File: src/rtl/core/dpta_pkg.sv
`default_nettype none
// ----------------------------------------------------------------------------
// dpta_pkg
// Shared types and constants of the demand paging table allocator: request
// and response beats, table entry layout, status codes, and the command and
// status groups between controller and datapath.
// ----------------------------------------------------------------------------
package dpta_pkg;

   localparam int SLOT_W      = 8;
   localparam int PAGE_W      = 8;
   localparam int FRAME_W     = 8;
   localparam int REFS_W      = 8;
   localparam int FAULT_W     = 16;
   localparam int COUNT_W     = 9;
   localparam int CSR_INDEX_W = 2;

   localparam int MAX_SLOTS   = 256;
   localparam int MAX_PAGES   = 256;
   localparam int ENTRY_DEPTH = MAX_SLOTS * MAX_PAGES;
   localparam int ENTRY_ADDR_W = SLOT_W + PAGE_W;

   localparam logic [COUNT_W-1:0] FRAME_CAP       = COUNT_W'(256);
   localparam logic [COUNT_W-1:0] SLOT_CAP        = COUNT_W'(MAX_SLOTS);
   localparam logic [COUNT_W-1:0] TOTAL_FRAMES_RST = COUNT_W'(256);
   localparam logic [COUNT_W-1:0] TABLE_FRAMES_RST = COUNT_W'(1);
   localparam logic [COUNT_W-1:0] PAGES_RST       = COUNT_W'(256);
   localparam logic [FAULT_W-1:0] FAULT_MAX       = '1;
   localparam logic [PAGE_W-1:0]  LAST_PAGE       = PAGE_W'(MAX_PAGES - 1);

   localparam logic [CSR_INDEX_W-1:0] CSR_TOTAL_FRAMES = 2'd0;
   localparam logic [CSR_INDEX_W-1:0] CSR_TABLE_FRAMES = 2'd1;
   localparam logic [CSR_INDEX_W-1:0] CSR_PAGES        = 2'd2;

   typedef enum logic {
      CMD_CREATE    = 1'b0,
      CMD_REFERENCE = 1'b1
   } command_type;

   typedef enum logic [1:0] {
      STATUS_OK    = 2'd0,
      STATUS_FAULT = 2'd1,
      STATUS_OOM   = 2'd2,
      STATUS_BAD   = 2'd3
   } status_type;

   typedef enum logic [1:0] {
      ST_IDLE  = 2'd0,
      ST_EXEC  = 2'd1,
      ST_CLEAR = 2'd2
   } state_type;

   typedef struct packed {
      command_type         command;
      logic [SLOT_W-1:0]   slot;
      logic [PAGE_W-1:0]   page;
   } req_type;

   typedef struct packed {
      status_type          status;
      logic [FRAME_W-1:0]  frame;
      logic [REFS_W-1:0]   ref_count;
      logic [FAULT_W-1:0]  fault_count;
      logic [SLOT_W-1:0]   new_slot;
      logic [COUNT_W-1:0]  frames_used;
   } rsp_type;

   typedef struct packed {
      logic                valid;
      logic [REFS_W-1:0]   refs;
      logic [FRAME_W-1:0]  frame;
   } entry_type;

   typedef struct packed {
      logic capture;
      logic exec;
      logic clear_step;
      logic csr_write;
   } dp_cmd_type;

   typedef struct packed {
      logic create_ok;
      logic clear_last;
   } dp_stat_type;

endpackage
`default_nettype wire

File: src/rtl/core/dpta_ctrl.sv
`default_nettype none
// ----------------------------------------------------------------------------
// dpta_ctrl
// Controller: accepts commands and register writes, sequences the evaluate
// cycle and the table clearing sweep of a create.
// ----------------------------------------------------------------------------
module dpta_ctrl
   import dpta_pkg::*;
(
   input  wire logic        clock,
   input  wire logic        reset,
   input  wire logic        start,
   output logic             busy,
   input  wire logic        csr_valid,
   output logic             csr_ready,
   input  wire dp_stat_type stat,
   output dp_cmd_type       cmd
);

   state_type state_ff;
   state_type state_in;

   always_comb begin
      state_in = state_ff;
      unique case (state_ff)
         ST_IDLE: begin
            if (start) state_in = ST_EXEC;
         end
         ST_EXEC: begin
            state_in = stat.create_ok ? ST_CLEAR : ST_IDLE;
         end
         ST_CLEAR: begin
            if (stat.clear_last) state_in = ST_IDLE;
         end
         default: state_in = ST_IDLE;
      endcase
   end

   always_comb begin
      busy           = (state_ff != ST_IDLE);
      csr_ready      = (state_ff == ST_IDLE);
      cmd.capture    = (state_ff == ST_IDLE) && start;
      cmd.exec       = (state_ff == ST_EXEC);
      cmd.clear_step = (state_ff == ST_CLEAR);
      cmd.csr_write  = (state_ff == ST_IDLE) && csr_valid;
   end

   always_ff @(posedge clock) begin
      if (reset) begin
         state_ff <= ST_IDLE;
      end else begin
         state_ff <= state_in;
      end
   end

endmodule
`default_nettype wire

File: config.mk
export PLATFORM = sky130hd
export DESIGN_NAME = dpta_ctrl
export DESIGN_NICKNAME = d
export VERILOG_FILES = /design/src/rtl/core/dpta_pkg.sv /design/src/rtl/core/dpta_ctrl.sv
export SDC_FILE = /design/constraint.sdc
export NUM_CORES = 1
export LEC_CHECK = 0
export BUFFER_PORTS_ARGS = -buffer_cell sky130_fd_sc_hd__buf_2
export CAP_MARGIN = 0
export CORE_AREA = 2 2 39 41
export DETAILED_ROUTE_END_ITERATION = 16
export DIE_AREA = 0 0 41 43
export GPL_TIMING_DRIVEN = 0
export MAX_ROUTING_LAYER = met4
export PLACE_DENSITY_LB_ADDON = 0.12
export REMOVE_ABC_BUFFERS = 1
export SYNTH_ARGS = -nofsm -noshare
export SYNTH_HDL_FRONTEND = slang
export SYNTH_SLANG_ARGS = --single-unit
File: constraint.sdc
create_clock -name clock -period 1.4 [get_ports clock]
set_input_delay 0.21 -clock clock [delete_from_list [all_inputs] [get_ports clock]]
set_output_delay 0.21 -clock clock [all_outputs]
set_load 0.01 [all_outputs]
==> results.yml, run 1 <==
power:
  leakage_nw: 0.116
  p_per_area_nw_per_um2: 1150
  power.total_mw: 0.231
  vdd_drop_max_uv: 209
die:
  pin_count: 12
  die_area_um2: 1760
  chipHeight_um: 43
  coreArea_um2: 1380
  fp-row-count: 14
  initial_utilization: 0.0741
  die_w_um: 41
grt:
  grt_usage: 0.0431
  use_met2: 0.0500
  grt_pass1_wl_um: 420
  grt-busiest-layer: "met4"
  grt_pass1_vias: 124
  grt_start_max_net_pins: 6
  grt.met1_usage: 0.0351
  grtUsageMet3: 0.0314
  antenna_found_initial: 0
  grt.overflow.total: 0
place:
  dp_hpwl_um: 246
  place.gp.congestion: 0.596
  port_buffers: 11
  place_area_um2: 178
critical_path:
  critPathTopFamily: "flip-flops"
  crit_buf_inv: 1
  max_stage_delay_ps: 310
  cp.required_ps: 1190
  path_class: "reg -> out"
  arrival_ps: 960
  cp_cell_sequence: "nor2_2 -> and2_1 -> buf_2"
  worst_path_max_delay_cell: "dfxtp_1"
  path_max_fanout: 5
  rrSetupSlack_ps: 560
  start_kind: "register"
  endpoint_kind: "output port"
sta:
  max_freq_mhz: 856
  maxSlewViolCount: 0
  period_minus_slack_ps: 1170
  tightest_slew_ps: 154
  final.setup.tns_ps: 0
  worst_clock_skew_ps: 0.272
  setup_violations: 0
  slew_headroom: 0.897
  finalCritPeriodShare: 0.834
  hold_ws_ps: 236
  hold_viol: 0
  rsz0062_at_grt: "false"
clock_tree:
  cts_tree: "done"
  cts_setup_buffers: 0
  cts-root-buf: "clkbuf_4"
  cts_max_level: 1
  holdBufCountCts: 0
  clock_sinks: 2
  cts_buffer_depth: 2
  cts_buffers: 3
  insertion_delay_ps: 220
  clk_pin_slew_ps: 30
  post_cts_resize_count: 0
logic_synthesis:
  ys_async_sr_fraction: 0
  yosysTopAreaCellShare: 0.390
  synth_common_cells: "and2_1 (2), dfxtp_1 (2), inv_1 (2)"
  synth.cell_area_um2: 103
  synth-seq-cells: 2
  yosys_most_used_dff: "dfxtp_1"
  synth_cell_types: 9
  synth_edf_count: 0
  synthCells: 12
  synth-warning-count: 0
  synth_top_cell_by_area: "dfxtp_1"
  synth_area_per_cell_um2: 8.55
  seq_area_frac_synth: 0.390
  synthTopCellsByArea: "dfxtp_1 (39%), and2_1 (12%), a32o_1 (9.8%)"
hold_path:
  hold_class: "in -> reg"
routing:
  route.detailed.drc: 0
  drt_iter0_drc: 1
  routed_via_density: 2.98
  num_vias: 125
  drt-total-wl_um: 296
  wl_per_cell_um: 7.05
  drt-pass1-iter-count: 2
  antenna_left: 0
cells_and_area:
  largest_register_ffs: 2
  n_antenna_cell: 0
  syn_to_final_growth_pct: 95.1
  nFillCells: 157
  drive_above_1_share: 0.615
  nNetsFinal: 34
  top_regs: "state_ff: 2 flops"
  design_area_um2: 200
  top_register: "state_ff"
  final_util: 0.145
run_status:
  status: "finished, final reports clean"
job:
  maxCapViolations: 0
## logic make-up (layout without fill, tap and decap cells)
family | count (synthesis) | in the layout | synth area share
compound gates | 1 | 1 | 0.0976
buf+inv | 2 | 16 | 0.0732
flops | 2 | 2 | 0.390
simple gates | 7 | 7 | 0.439
## where the power goes
part | switching [mW] | total [mW] | internal (mW)
clock | 0.0338 | 0.128 | 0.0947
sequential | 0.00218 | 0.0625 | 0.0603
combinational | 0.0191 | 0.0399 | 0.0207
total | 0.0551 | 0.231 | 0.176
## per-stage QoR
stage	instances	worst slack (ps)
2_1_floorplan	12	492
3_3_place_gp	39	449
3_5_place_dp	39	445
4_1_cts	42	198
5_1_grt	42	150
6_report	42	232
## final cells by class
class,count,area (um^2),area share
clock buffers,3,22.5,0.112
inverters,2,7.51,0.0375
multi-input cells,8,55.1,0.275
flip-flops and latches,2,40.0,0.200
well taps,16,20.0,0.100
repair buffers,11,55.1,0.275
## cells in the final DEF (no fill, tap or decap), drive strengths merged
master / instances
nor2: 2
a32o: 1
and2: 2
and3: 1
inv: 2
clkbuf: 3
dfxtp: 2
and2b: 1
nor2b: 1
buf: 11
## per-layer routing
| metal | wire length (um) | up-vias |
|---|---|---|
| li1 | - | 67 |
| met1 | 124 | 52 |
| met2 | 139 | 6 |
| met3 | 31 | 0 |
| met4 | 0 | 0 |
| met5 | 0 | - |
## path summary, 6_finish.rpt
kind / from / to / cells past startpoint
max: state_ff[0] / cmd[3] / 3
min: stat[1] / state_ff[1] / 2
min reg2reg: state_ff[0] / state_ff[0] / 2
max reg2reg: state_ff[0] / state_ff[1] / 2
(Power assumes the default switching activity.)
==> inputs of run 2 (changes only) <==
Clock period 1.4 ns to 1.1 ns, I/O delays scaled along.
==> results.yml, run 2 (same netlist as run 1, synthesis figures left out) <==
critical_path:
  cp.required_ps: 940
  endpoint_kind: "output port"
  r2r-start: "state_ff[0]"
  start_kind: "register"
  rrSetupSlack_ps: 260
  arrival_ps: 920
  path_max_fanout: 5
  r2r_end: "state_ff[1]"
  path_class: "reg -> out"
  reg2reg_depth: 2
clock_tree:
  cts_buffers: 3
  cts_setup_buffers: 0
  cts_tree: "done"
  cts_max_level: 1
  holdBufCountCts: 0
  cts_buffer_depth: 2
  insertion_delay_ps: 220
  clk_pin_slew_ps: 30
  cts-root-buf: "clkbuf_4"
  clock_sinks: 2
cells_and_area:
  final_common_cell: "buf_2"
  drive_above_1_share: 0.692
  design_area_um2: 208
  syn_to_final_growth_pct: 102
  n_antenna_cell: 0
  largest_register_ffs: 2
  top_register: "state_ff"
  nNetsFinal: 34
  top_regs: "state_ff: 2 flops"
  final_cell_mix: "buf_2 (11), clkbuf_4 (3), inv_1 (2), and2_1 (2), dfxtp_2 (2)"
  layout.cells.non_filler: 42
die:
  coreArea_um2: 1380
  fp-row-count: 14
  initial_utilization: 0.0741
  die_w_um: 41
  pin_count: 12
  die_area_um2: 1760
  chipHeight_um: 43
routing:
  antenna_left: 0
  routed_via_density: 3.10
  wl_per_cell_um: 7.36
  num_vias: 130
  drt-pass1-iter-count: 2
  drt_iter0_drc: 1
  drt-total-wl_um: 309
  route.detailed.drc: 0
power:
  leakage_nw: 0.119
  vdd_drop_max_uv: 269
  p_per_area_nw_per_um2: 1430
place:
  place_area_um2: 178
  port_buffers: 11
  dp_hpwl_um: 246
  dp.cells: 39
  place.gp.congestion: 0.596
  place_worst_setup_slack_ps: 190
sta:
  tightest_slew_ps: 103
  hold_viol: 0
  period_minus_slack_ps: 1090
  max_freq_mhz: 920
  slew_headroom: 0.931
  worst_clock_skew_ps: 0.805
  finalCritPeriodShare: 0.989
  hold_ws_ps: 191
  setup_violations: 0
  maxSlewViolCount: 0
  fin_ws_ps: 12.5
  rsz0062_at_grt: "true"
hold_path:
  holdPathStages: 2
  hp-start: "stat[1]"
  hold_class: "in -> reg"
  hold_end: "state_ff[1]"
grt:
  grt_pass1_wl_um: 462
  grt_start_max_net_pins: 6
  antenna_found_initial: 0
  grt_usage: 0.0462
  grt_pass1_vias: 137
  grt.overflow.total: 0
job:
  maxCapViolations: 0
run_status:
  status: "finished, final reports clean"
==> run 2: cell types whose count changed in the layout (fill, tap and decap cells not counted) <==
cell and delta:
nor2_2 -1, nor2_4 +1, dfxtp_2 +2, dfxtp_1 -2
==> run 2: report_power, final <==
| group | switching (mW) | internal, mW | leakage (nW) |
|---|---|---|---|
| clock | 0.0435 | 0.121 | 0.0138 |
| combinational | 0.0244 | 0.0277 | 0.0878 |
| sequential | 0.00416 | 0.0775 | 0.0172 |
| total | 0.0721 | 0.226 | 0.119 |
==> run 2: per-stage QoR <==
stage	power, mW	setup TNS, ps	util
after floorplan	0.106	0	-
after global placement	0.133	0	0.128
after detailed placement	0.133	0	0.128
after CTS	0.309	-33.6	0.150
after global routing	0.326	-85.3	0.150
final	0.298	0	0.150
==> run 2: worst max-delay path: stages (launching register included) <==
cell,delay [ps]
dfxtp_2,320
nor2_4,130
and2_1,130
buf_2,120
==> run 2: final cells by class <==
class                           count  area (um^2)
Clock buffer                        3         22.5
Fill cell                         160         1180
Inverter                            2         7.51
Multi-Input combinational cell      8         60.1
Sequential cell                     2         42.5
Tap cell                           16         20.0
Timing Repair Buffer               11         55.1
==> run 2: worst max path at each step <==
stage | start | endpoint | slack, ps
4_1_cts | state_ff[1] | cmd[3] | -20
3_3_place_gp | state_ff[0] | cmd[3] | 190
5_1_grt | state_ff[0] | cmd[0] | -50
2_1_floorplan | state_ff[0] | cmd[0] | 240
3_5_place_dp | state_ff[0] | cmd[3] | 190
6_report | state_ff[0] | cmd[3] | 10
==> run 2: per-layer routing <==
metal | wire [um] | GRT usage | up-vias
met2 | 155 | 0.0594 | 6
met4 | 0 | 0.0600 | 0
met1 | 122 | 0.0351 | 57
met5 | 0 | - | -
met3 | 31 | 0.0314 | 0
li1 | - | - | 67
==> run 2: what timing repair did <==
item / 4_1_cts / 5_1_grt
resized for setup: 3 / 0
endpoints found under the hold margin: 0 / 0
pin swaps: 3 / 2
setup endpoints to repair: 2 / 2
gates cloned: 0 / 0
